<file path="src/hdl/pdqs_pkg.sv">
// Package for the point deque with search: request and response payload types,
// command and status codes, and the controller state type.
// No dependencies.
`default_nettype none

package pdqs_pkg;

   localparam int COMMAND_WIDTH = 3;
   localparam int COORD_WIDTH   = 8;
   localparam int KIND_WIDTH    = 2;
   localparam int STATUS_WIDTH  = 2;
   localparam int COUNT_WIDTH   = 7;

   localparam logic [COMMAND_WIDTH-1:0] CMD_PUSH   = 3'd0;
   localparam logic [COMMAND_WIDTH-1:0] CMD_POP    = 3'd1;
   localparam logic [COMMAND_WIDTH-1:0] CMD_FIND   = 3'd2;
   localparam logic [COMMAND_WIDTH-1:0] CMD_DELETE = 3'd3;
   localparam logic [COMMAND_WIDTH-1:0] CMD_CLEAR  = 3'd4;

   localparam logic [STATUS_WIDTH-1:0] STAT_OK        = 2'd0;
   localparam logic [STATUS_WIDTH-1:0] STAT_EMPTY     = 2'd1;
   localparam logic [STATUS_WIDTH-1:0] STAT_FULL      = 2'd2;
   localparam logic [STATUS_WIDTH-1:0] STAT_NOT_FOUND = 2'd3;

   typedef struct packed {
      logic [COMMAND_WIDTH-1:0] command;
      logic [COORD_WIDTH-1:0]   row;
      logic [COORD_WIDTH-1:0]   column;
      logic [KIND_WIDTH-1:0]    kind;
   } req_type;

   typedef struct packed {
      logic [STATUS_WIDTH-1:0] status;
      logic                    found;
      logic [KIND_WIDTH-1:0]   found_kind;
      logic                    freed_valid;
      logic [COORD_WIDTH-1:0]  freed_row;
      logic [COORD_WIDTH-1:0]  freed_column;
      logic [COUNT_WIDTH-1:0]  entry_count;
      logic                    last;
   } rsp_type;

   typedef enum logic [2:0] {
      ST_IDLE,
      ST_POP,
      ST_SCAN,
      ST_SHIFT,
      ST_CLEAR
   } state_type;

endpackage

`default_nettype wire

</file>
<file path="src/hdl/point_deque_with_search.sv">
// Point deque with associative search: a ring of grid points held in one
// synchronous memory, driven by a small read-modify-write sequencer.
// Depends on pdqs_pkg.
//
// Sequencing (request accepted to first result strobe), one memory port each way:
//   push, unknown command, or any refused request: result straight from idle.
//   pop: reads the oldest point, then shows it. find: reads entries from the
//   front until one matches or the stored count is reached. delete: as find,
//   then compaction of the newer points. clear: one result every cycle.
// Throughput: one request at a time; busy stays high until the last result.
// The receiver cannot stall, so results are never held back.
// Reset is synchronous and clears the count, the front index and the
// sequencer; the memory keeps its contents and needs no clearing pass.
`default_nettype none

module point_deque_with_search
   import pdqs_pkg::*;
#(
   parameter int CAPACITY   = 64,
   parameter int COORD_BITS = 8
) (
   input  wire logic    clock,
   input  wire logic    reset,
   input  wire logic    start,
   output logic         busy,
   input  wire req_type req_payload,
   output logic         rsp_strobe,
   output rsp_type      rsp_payload
);

   // Stored coordinates never need more bits than the request carries.
   localparam int STORE_BITS = (COORD_BITS < COORD_WIDTH) ? COORD_BITS : COORD_WIDTH;
   localparam int ENTRY_BITS = 2 * STORE_BITS + KIND_WIDTH;
   localparam int IDX_BITS   = $clog2(CAPACITY);
   localparam int DIST_BITS  = IDX_BITS + 1;
   localparam int CNT_BITS   = $clog2(CAPACITY + 1);
   localparam int SUM_BITS   = IDX_BITS + 2;

   localparam logic [CNT_BITS-1:0]  CNT_FULL = CNT_BITS'(CAPACITY);
   localparam logic [IDX_BITS-1:0]  IDX_LAST = IDX_BITS'(CAPACITY - 1);
   localparam logic [SUM_BITS-1:0]  SUM_CAP  = SUM_BITS'(CAPACITY);

   // ----------------------------------------------------------------------
   // Registers
   // ----------------------------------------------------------------------
   state_type                state_ff, state_in;
   logic [IDX_BITS-1:0]      front_ff, front_in;
   logic [CNT_BITS-1:0]      count_ff, count_in;
   logic [IDX_BITS-1:0]      dist_ff, dist_in;
   logic [COMMAND_WIDTH-1:0] cmd_ff, cmd_in;
   logic [STORE_BITS-1:0]    key_row_ff, key_row_in;
   logic [STORE_BITS-1:0]    key_col_ff, key_col_in;
   logic [STORE_BITS-1:0]    freed_row_ff, freed_row_in;
   logic [STORE_BITS-1:0]    freed_col_ff, freed_col_in;
   rsp_type                  rsp_ff, rsp_in;
   logic                     strobe_ff, strobe_in;
   logic [ENTRY_BITS-1:0]    rd_data_ff;

   // Memory port controls.
   logic                     rd_en;
   logic [DIST_BITS-1:0]     rd_dist;
   logic                     wr_en;
   logic [IDX_BITS-1:0]      wr_slot;
   logic [ENTRY_BITS-1:0]    wr_data;
   logic [IDX_BITS-1:0]      rd_slot;

   logic [ENTRY_BITS-1:0]    point_mem [CAPACITY];

   // Fields of the entry that came back from the memory.
   logic [STORE_BITS-1:0]    rd_row, rd_col;
   logic [KIND_WIDTH-1:0]    rd_kind;

   logic                     accept;
   logic                     scan_match;
   logic                     scan_end;
   logic [DIST_BITS-1:0]     count_dist;
   logic [IDX_BITS-1:0]      front_next;

   // Slot of the point a given distance behind the front, with ring wrap.
   function automatic logic [IDX_BITS-1:0] slot_of(input logic [IDX_BITS-1:0]  front,
                                                   input logic [DIST_BITS-1:0] offset);
      logic [SUM_BITS-1:0] sum;
      sum = SUM_BITS'(front) + SUM_BITS'(offset);
      if (sum >= SUM_CAP) begin
         sum = sum - SUM_CAP;
      end
      return sum[IDX_BITS-1:0];
   endfunction

   assign accept     = start && !busy;
   assign busy       = (state_ff != ST_IDLE);
   assign rsp_strobe = strobe_ff;
   assign rsp_payload = rsp_ff;

   assign rd_row  = rd_data_ff[ENTRY_BITS-1 -: STORE_BITS];
   assign rd_col  = rd_data_ff[KIND_WIDTH +: STORE_BITS];
   assign rd_kind = rd_data_ff[KIND_WIDTH-1:0];

   assign count_dist = DIST_BITS'(count_ff);
   assign scan_match = (rd_row == key_row_ff) && (rd_col == key_col_ff);
   assign scan_end   = (DIST_BITS'(dist_ff) + DIST_BITS'(1)) >= count_dist;
   assign front_next = (front_ff == IDX_LAST) ? '0 : front_ff + IDX_BITS'(1);
   assign rd_slot    = slot_of(front_ff, rd_dist);

   // ----------------------------------------------------------------------
   // Next state
   // ----------------------------------------------------------------------
   always_comb begin
      state_in = state_ff;
      case (state_ff)
         ST_IDLE: begin
            if (accept) begin
               case (req_payload.command)
                  CMD_POP:    state_in = (count_ff != '0) ? ST_POP : ST_IDLE;
                  CMD_FIND:   state_in = (count_ff != '0) ? ST_SCAN : ST_IDLE;
                  CMD_DELETE: state_in = (count_ff != '0) ? ST_SCAN : ST_IDLE;
                  CMD_CLEAR:  state_in = (count_ff != '0) ? ST_CLEAR : ST_IDLE;
                  default:    state_in = ST_IDLE;
               endcase
            end
         end
         ST_POP: begin
            state_in = ST_IDLE;
         end
         ST_SCAN: begin
            if (scan_match) begin
               state_in = (cmd_ff == CMD_DELETE && dist_ff != '0) ? ST_SHIFT : ST_IDLE;
            end else if (scan_end) begin
               state_in = ST_IDLE;
            end
         end
         ST_SHIFT: begin
            state_in = (dist_ff == IDX_BITS'(1)) ? ST_IDLE : ST_SHIFT;
         end
         ST_CLEAR: begin
            state_in = (count_ff == CNT_BITS'(1)) ? ST_IDLE : ST_CLEAR;
         end
         default: begin
            state_in = ST_IDLE;
         end
      endcase
   end

   // ----------------------------------------------------------------------
   // Datapath and memory controls
   // ----------------------------------------------------------------------
   always_comb begin
      front_in     = front_ff;
      count_in     = count_ff;
      dist_in      = dist_ff;
      cmd_in       = cmd_ff;
      key_row_in   = key_row_ff;
      key_col_in   = key_col_ff;
      freed_row_in = freed_row_ff;
      freed_col_in = freed_col_ff;
      rsp_in       = '0;
      strobe_in    = 1'b0;
      rd_en        = 1'b0;
      rd_dist      = '0;
      wr_en        = 1'b0;
      wr_slot      = (front_ff == '0) ? IDX_LAST : front_ff - IDX_BITS'(1);
      wr_data      = {req_payload.row[STORE_BITS-1:0], req_payload.column[STORE_BITS-1:0],
                      req_payload.kind};

      case (state_ff)
         ST_IDLE: begin
            if (accept) begin
               cmd_in     = req_payload.command;
               key_row_in = req_payload.row[STORE_BITS-1:0];
               key_col_in = req_payload.column[STORE_BITS-1:0];
               dist_in    = '0;
               case (req_payload.command)
                  CMD_PUSH: begin
                     strobe_in   = 1'b1;
                     rsp_in.last = 1'b1;
                     if (count_ff >= CNT_FULL) begin
                        rsp_in.status = STAT_FULL;
                     end else begin
                        // The new point goes into the slot just ahead of the front.
                        wr_en    = 1'b1;
                        front_in = wr_slot;
                        count_in = count_ff + CNT_BITS'(1);
                     end
                  end
                  CMD_POP, CMD_CLEAR: begin
                     if (count_ff != '0) begin
                        rd_en   = 1'b1;
                        rd_dist = count_dist - DIST_BITS'(1);
                     end else begin
                        strobe_in     = 1'b1;
                        rsp_in.last   = 1'b1;
                        rsp_in.status = (req_payload.command == CMD_POP) ? STAT_EMPTY
                                                                         : STAT_OK;
                     end
                  end
                  CMD_FIND, CMD_DELETE: begin
                     if (count_ff != '0) begin
                        rd_en   = 1'b1;
                        rd_dist = '0;
                     end else begin
                        strobe_in     = 1'b1;
                        rsp_in.last   = 1'b1;
                        rsp_in.status = STAT_EMPTY;
                     end
                  end
                  default: begin
                     strobe_in   = 1'b1;
                     rsp_in.last = 1'b1;
                  end
               endcase
            end
         end
         ST_POP: begin
            strobe_in           = 1'b1;
            rsp_in.last         = 1'b1;
            rsp_in.freed_valid  = 1'b1;
            rsp_in.freed_row    = COORD_WIDTH'(rd_row);
            rsp_in.freed_column = COORD_WIDTH'(rd_col);
            count_in            = count_ff - CNT_BITS'(1);
         end
         ST_SCAN: begin
            if (scan_match) begin
               if (cmd_ff == CMD_FIND) begin
                  strobe_in         = 1'b1;
                  rsp_in.last       = 1'b1;
                  rsp_in.found      = 1'b1;
                  rsp_in.found_kind = rd_kind;
               end else if (dist_ff == '0) begin
                  // Match at the front: just step the front back past it.
                  strobe_in           = 1'b1;
                  rsp_in.last         = 1'b1;
                  rsp_in.found        = 1'b1;
                  rsp_in.freed_valid  = 1'b1;
                  rsp_in.freed_row    = COORD_WIDTH'(rd_row);
                  rsp_in.freed_column = COORD_WIDTH'(rd_col);
                  front_in            = front_next;
                  count_in            = count_ff - CNT_BITS'(1);
               end else begin
                  // Keep the freed point and start moving newer points back by one.
                  freed_row_in = rd_row;
                  freed_col_in = rd_col;
                  rd_en        = 1'b1;
                  rd_dist      = DIST_BITS'(dist_ff) - DIST_BITS'(1);
               end
            end else if (scan_end) begin
               strobe_in     = 1'b1;
               rsp_in.last   = 1'b1;
               rsp_in.status = STAT_NOT_FOUND;
            end else begin
               rd_en   = 1'b1;
               rd_dist = DIST_BITS'(dist_ff) + DIST_BITS'(1);
               dist_in = dist_ff + IDX_BITS'(1);
            end
         end
         ST_SHIFT: begin
            // The entry from one place nearer the front lands at dist_ff.
            wr_en   = 1'b1;
            wr_slot = slot_of(front_ff, DIST_BITS'(dist_ff));
            wr_data = rd_data_ff;
            if (dist_ff == IDX_BITS'(1)) begin
               strobe_in           = 1'b1;
               rsp_in.last         = 1'b1;
               rsp_in.found        = 1'b1;
               rsp_in.freed_valid  = 1'b1;
               rsp_in.freed_row    = COORD_WIDTH'(freed_row_ff);
               rsp_in.freed_column = COORD_WIDTH'(freed_col_ff);
               front_in            = front_next;
               count_in            = count_ff - CNT_BITS'(1);
            end else begin
               rd_en   = 1'b1;
               rd_dist = DIST_BITS'(dist_ff) - DIST_BITS'(2);
               dist_in = dist_ff - IDX_BITS'(1);
            end
         end
         ST_CLEAR: begin
            strobe_in           = 1'b1;
            rsp_in.freed_valid  = 1'b1;
            rsp_in.freed_row    = COORD_WIDTH'(rd_row);
            rsp_in.freed_column = COORD_WIDTH'(rd_col);
            rsp_in.last         = (count_ff == CNT_BITS'(1));
            count_in            = count_ff - CNT_BITS'(1);
            if (count_ff != CNT_BITS'(1)) begin
               rd_en   = 1'b1;
               rd_dist = count_dist - DIST_BITS'(2);
            end
         end
         default: begin
            strobe_in = 1'b0;
         end
      endcase

      rsp_in.entry_count = COUNT_WIDTH'(count_in);
   end

   // ----------------------------------------------------------------------
   // Point memory: one write and one registered read per cycle. Compaction
   // reads each slot before it is overwritten, so no forwarding is needed.
   // ----------------------------------------------------------------------
   always_ff @(posedge clock) begin
      if (wr_en) begin
         point_mem[wr_slot] <= wr_data;
      end
      if (rd_en) begin
         rd_data_ff <= point_mem[rd_slot];
      end
   end

   // ----------------------------------------------------------------------
   // Control and payload registers
   // ----------------------------------------------------------------------
   always_ff @(posedge clock) begin
      if (reset) begin
         state_ff  <= ST_IDLE;
         front_ff  <= '0;
         count_ff  <= '0;
         strobe_ff <= 1'b0;
      end else begin
         state_ff  <= state_in;
         front_ff  <= front_in;
         count_ff  <= count_in;
         strobe_ff <= strobe_in;
      end
   end

   always_ff @(posedge clock) begin
      dist_ff      <= dist_in;
      cmd_ff       <= cmd_in;
      key_row_ff   <= key_row_in;
      key_col_ff   <= key_col_in;
      freed_row_ff <= freed_row_in;
      freed_col_ff <= freed_col_in;
      rsp_ff       <= rsp_in;
   end

   // ----------------------------------------------------------------------
   // Assertions
   // ----------------------------------------------------------------------
   a_count_bound: assert property (@(posedge clock) disable iff (reset)
      count_ff <= CNT_FULL)
      else $error("stored count exceeds capacity");

   a_last_frees_sequencer: assert property (@(posedge clock) disable iff (reset)
      (strobe_ff && rsp_ff.last) |-> (state_ff == ST_IDLE))
      else $error("final result shown while the sequencer is still busy");

   a_push_grows: assert property (@(posedge clock) disable iff (reset)
      (accept && req_payload.command == CMD_PUSH && count_ff < CNT_FULL)
      |=> (count_ff == $past(count_ff) + CNT_BITS'(1)))
      else $error("accepted push did not grow the store");

   a_clear_empties: assert property (@(posedge clock) disable iff (reset)
      (state_ff == ST_CLEAR && count_ff == CNT_BITS'(1))
      |=> (count_ff == '0 && state_ff == ST_IDLE))
      else $error("clear did not leave the store empty");

   a_scan_no_write: assert property (@(posedge clock) disable iff (reset)
      (state_ff == ST_SCAN || state_ff == ST_POP || state_ff == ST_CLEAR) |-> !wr_en)
      else $error("memory written outside push or compaction");

endmodule

`default_nettype wire
</file>
<file path="config.mk">
export PLATFORM = sky130hd
export DESIGN_NAME = point_deque_with_search
export DESIGN_NICKNAME = d
export VERILOG_FILES = /design/src/hdl/pdqs_pkg.sv /design/src/hdl/point_deque_with_search.sv
export SDC_FILE = /design/constraint.sdc
export NUM_CORES = 1
export LEC_CHECK = 0
export BUFFER_PORTS_ARGS = -buffer_cell sky130_fd_sc_hd__buf_2
export CORE_MARGIN = 3
export CORE_UTILIZATION = 47
export DETAILED_ROUTE_END_ITERATION = 10
export PLACE_DENSITY = 0.67
export SYNTH_ARGS = -nofsm -noshare
export SYNTH_HDL_FRONTEND = slang
export SYNTH_SLANG_ARGS = --single-unit
</file>
<file path="constraint.sdc">
create_clock -name clock -period 5.2 [get_ports clock]
set_input_delay 0.26 -clock clock [delete_from_list [all_inputs] [get_ports clock]]
set_output_delay 0.26 -clock clock [all_outputs]
set_load 0.05 [all_outputs]
</file>
* Word level (Yosys, flattened, before mapping) *
Memories as Yosys holds them, arrays and structs flattened. A register that Yosys moved wholly into a read port is not among the register bits.
Cells that the tools add are included.
W data, S select, Z words.

storage, ports and cells
  bits in registers = 88
  bits in writable memories = 1152
  bits of input ports = 24
  output and inout bits = 32
  word-level logic and storage cells = 178
  memories kept = 1

operators by class
  add/subtract/negate cells = 14
  magnitude comparators = 4
  equal/unequal tests = 27
  mux-type cells = 90
  bitwise operators = 2
  reductions and logical operators = 22

memories
  memory     depth  bits a word  read ports  clocked after Yosys merged registers in  write ports  RTL line                       source
  point_mem  64     18           1           1                                        1            point_deque_with_search.sv:67  logic [ENTRY_BITS-1:0] point_mem [CAPACITY];

operator list
  operator               number
  $mux W7                16
  $mux W6                16
  $pmux W7 S4            2
  $mux W17               3
  $pmux W17 S3           1
  $pmux W6 S3            2
  $mux W1                26
  $sub A6 B1 Y6 const B  4
  $mux W20               1
  $eq A3 B2 Y1 const B   6
  $mux W18               1
  $ne A2 B2 Y1 const B   9
  $eq A8 B8 Y1           2
  $mux W2                8
  $mux W3                5
  $ge A7 B7 Y1 const B   2
  $add A6 B1 Y6 const B  2
  $logic_not A6 Y1       2
  $pmux W3 S4            1
  $pmux W3 S3            1
  $add A6 B7 Y8          1
  $ge A8 B7 Y1 const B   1
  $pmux W1 S4            2
  $reduce_and A8 Y1      1
  other kinds (33)       44

* Logic depth before layout (Yosys ltp) *
  depth after elaboration = 8
  depth in mapped cells = 22
  gate-level depth less buffers = 20

* Worst setup path before layout *
Ideal clock, no wire load.

  kind = flip-flop to flip-flop
  from = register dist_ff[0]
  to = register rd_data_ff[0] (read register of point_mem), data pin
  setup time = 0.270 ns
  arrival time = 4.777 ns
  required time = 4.930 ns
  path slack = 0.152 ns
  cell stages (with the launch flop) = 23
  path buffers = 4
  clock period less this slack = 5.048 ns
  cell sequence = edfxtp_1 ha_1 and3_1 and3_1 ha_1 nand4_1 and3_1 o21ai_0 or2_1 clkbuf_1 nor2_1 nor2_1 o221ai_1 ha_1 fa_1 clkbuf_1 clkbuf_1 clkbuf_1 mux4_2 nand2_1 nand3_1 nand4_1 mux2i_1

on the way
  word-level cells in the longest chain between the ends = 8
  elaborated cells between the ends (all ways) = 22
  classes of those cells = add/sub: 5; order compare: 2; eq/ne: 1; mux: 13; reduce/logical: 1

ends and longest elaborated chain
  element                                               RTL line                                                        source
  start, declared                                       point_deque_with_search.sv:49                                   logic [IDX_BITS-1:0] dist_ff, dist_in;
  start signal, assigned                                point_deque_with_search.sv:326                                  dist_ff <= dist_in;
  $add A6 B1 Y7, or another cell as far along           point_deque_with_search.sv:101, point_deque_with_search.sv:251
  $ge A7 B7 Y1 / $mux W7 (equally long branches)        point_deque_with_search.sv:101, point_deque_with_search.sv:228
  $mux W7, on equally long branches                     point_deque_with_search.sv:245, point_deque_with_search.sv:223
  $mux W7                                               point_deque_with_search.sv:222                                  if (scan_match) begin
  $pmux W7 S4                                           point_deque_with_search.sv:165                                  case (state_ff)
  $add A6 B7 Y8                                         point_deque_with_search.sv:83                                   sum = SUM_BITS'(front) + SUM_BITS'(offset);
  $ge A8 B7 Y1 / $sub A6 B1 Y6 (equally long branches)  point_deque_with_search.sv:84, point_deque_with_search.sv:85
  $mux W6                                               point_deque_with_search.sv:84                                   if (sum >= SUM_CAP) begin
  end, declared                                         point_deque_with_search.sv:57                                   logic [ENTRY_BITS-1:0] rd_data_ff;

Parallel ways exist; a longest one is shown, timed or not.
A chain may end at the register's enable or synchronous reset.

* Final worst setup path *
  from = register dist_ff[1]
  to = register rd_data_ff[2] (read register of point_mem), data pin

Same word-level chain as after synthesis.

==> results.yml <==
clock_network:
  clk_pin_slew_ns: 0.06
  cts_max_level: 3
  worstSkewPairLatency_ns: 0.73
  root_buffer: "clkbuf_16"
  clockBufferDepth: 3
  numCtsBuffers: 120
  clkSinkCount: 1258
  cts_tree: "built"
sta:
  hold_violations: 0
  drv_slew: 0
  fin_ws_ns: 0.0858
  setup_viol_count_final: 0
  period_needed_ns: 5.11
  worst_clock_skew_ns: 0.0373
  relSlewSlack: 0.0615
  period_share: 0.984
  fin_hold_ws_ns: 0.280
  max_freq_ghz: 0.196
  worst_pin_slew_ns: 1.40
status:
  status: "finished clean"
routing:
  drt_iter0_drc: 4076
  detail_route.wl_per_cell_um: 29.4
  drt_wl_total_um: 132000
  via_count: 27702
  drtPass1Iterations: 6
  drc: 0
  vias_per_cell: 6.16
  ant_nets: 0
layout:
  fillers: 7906
  drive_gt1_frac: 0.259
  nets: 3063
  layout_common_cells: "edfxtp_1, nand2_1, mux4_2"
  stdcell_count: 4498
  areaGrowthSynthToFinish_pct: 16.2
  final_common_cell: "edfxtp_1"
  final_core_util: 0.551
  stdcell_area_um2: 58100
grt:
  grt_start_max_net_pins: 74
  grt_pass1_vias: 27657
  grt_pass1_wl_um: 194000
  grt_overflow: 0
  grt_antenna_before_repair: 1
  grtUsageTotal: 0.240
yosys:
  synth_edf_count: 1211
  synth_area_um2: 50000
  async_flop_share: 0
  ys_ff_latch: 1258
  syn-num-nets: 2798
  synthFlopType: "edfxtp_1"
  yosysSeqAreaShare: 0.746
  syn_avg_cell_area_um2: 18.3
  syn_inst: 2739
  synthDistinctLibCells: 66
  yosys_warnings: 0
critical_path:
  crit_arrival_ns: 5.58
  required_ns: 5.67
  start_kind: "register"
  crit_fanout: 7
  end_kind: "register"
  worstSetupPathType: "register to register"
pwr:
  max-vdd-ir-drop_mv: 0.253
  p_per_area_nw_per_um2: 395
  power.leakage_nw: 18.8
floorplanning:
  die_height_um: 332
  rows: 119
  placeableCoreArea_um2: 105000
  io_pins: 56
  dieArea_um2: 110000
  die_x_um: 332
  start_util: 0.474
placement:
  io_buffers: 55
  place_hpwl_um: 80200
  dp.cells: 4231
  post-place-ws_ns: -0.385
  place_area_um2: 53400
  place_congestion: 0.886
flow_run:
  drv_cap: 0
min_path:
  hp-class: "primary input to register"
[logic make-up (layout without fill, tap and decap cells)]
| logic type | count (synthesis) | after routing | share of synthesized area |
|---|---|---|---|
| muxes | 312 | 312 | 0.135 |
| other | 0 | 1 | 0 |
| AOI/OAI and AO/OA | 144 | 144 | 0.0195 |
| adders and majority gates | 35 | 35 | 0.00906 |
| DFF | 1258 | 1258 | 0.746 |
| xor gates and xnor gates | 51 | 51 | 0.00931 |
| and+or+nand+nor | 771 | 771 | 0.0685 |
| buffers and inverters | 168 | 535 | 0.0131 |
[repair_timing]
item / in CTS / in global routing
pin swaps: 19 / 18
hold endpoints to repair: 36 / 0
setup endpoints to repair: 18 / 18
gates cloned: 8 / 1
hold buffers: 21 / 0
setup buffers: 7 / 5
gates resized for setup: 36 / 39
[per-layer routing]
layer,track usage,wire [µm]
met1,0.342,52000
met4,0.0727,3880
met2,0.370,61700
met3,0.0593,14800
met5,0,13
[path summary, 6_finish.rpt]
kind | from | slack [ns] | cells after the start | end
max | dist_ff[1]$_DFFE_PP_ | 0.09 | 21 | rd_data_ff[2]$_DFFE_PP_
min | req_payload[10] | 0.28 | 2 | key_row_ff[0]$_DFFE_PP_
max reg2reg | dist_ff[1]$_DFFE_PP_ | 0.09 | 21 | rd_data_ff[2]$_DFFE_PP_
min reg2reg | freed_row_ff[1]$_DFFE_PP_ | 0.47 | 1 | rsp_payload[17]$_DFF_P_
[stage by stage]
stage          total power [mW]  TNS [ns]
3_5_place_dp               14.5     -3.35
3_3_place_gp               14.5     -4.04
2_1_floorplan              13.2         0
4_1_cts                    23.0         0
6_report                   23.0         0
5_1_grt                    23.6   -0.0430
[state kept, by name, summed over array words and instances, names as in the netlist]
| register | flops |
|---|---|
| rsp_payload | 30 |
| rd_data_ff | 18 |
| key_row_ff | 8 |
| cmd_ff | 3 |
| count_dist | 7 |
| front_ff | 6 |
| rsp_strobe | 1 |
| freed_col_ff | 8 |
| dist_ff | 6 |
| state_ff | 3 |
| point_mem | 1152 |
| freed_row_ff | 8 |
| key_col_ff | 8 |
[where the power goes]
group          internal [mW]  switching [mW]  leakage (nW)
combinational           1.32            1.96          5.67
clock                   4.63            3.75          1.83
sequential              11.2          0.0788          11.3
total                   17.2            5.80          18.8
[cells in the mapped netlist, types with 4 or more instances]
cell type,n,area [µm²]
or3_1,4,25.0
xnor2_1,40,350
mux2i_1,23,230
o21ai_0,29,145
dfxtp_1,47,941
a21o_1,5,37.5
mux4_2,288,6490
o22ai_1,5,31.3
o221ai_1,4,35.0
nor3_1,14,70.1
buf_1,24,90.1
a21oi_1,30,150
nand2_1,387,1450
a211oi_1,4,30.0
ha_1,33,413
nand2b_1,7,43.8
nor3b_1,4,30.0
xor2_1,10,87.6
a31oi_1,11,68.8
edfxtp_1,1211,36400
nor2_1,111,417
a22o_1,17,149
and3_1,8,50.1
inv_1,21,78.8
nand4_1,45,282
buf_2,12,60.1
nor2b_1,12,75.1
nand3_1,159,796
clkbuf_1,109,409
or2_2,5,31.3
[cell type report]
| cell class | instances | area (µm²) | share of cell area |
|---|---|---|---|
| antenna | 1 | 2.50 | 0.0000431 |
| clock buffer | 153 | 3140 | 0.0540 |
| clock inverter | 71 | 621 | 0.0107 |
| inverter | 22 | 82.6 | 0.00142 |
| multi-input combinational | 1313 | 12400 | 0.214 |
| sequential | 1258 | 37300 | 0.642 |
| tap | 1391 | 1740 | 0.0300 |
| timing repair buffer | 289 | 2780 | 0.0479 |
[worst max-delay path, cell delays in order, from the launching register on]
cell      delay (ns)
edfxtp_1        0.39
buf_4           0.16
ha_1            0.21
nand4_1         0.14
xnor2_2         0.09
ha_1            0.32
nand4_1         0.11
and3_1          0.20
o21ai_2         0.07
or2_4           0.16
buf_6           0.12
mux2i_1         0.07
a221o_1         0.37
fa_4            0.89
buf_12          0.20
buf_16          0.16
buf_4           0.14
mux4_2          0.29
nand2_1         0.09
nand3_1         0.18
nand4_1         0.35
mux2i_1         0.12
(Power assumes the default switching activity.)
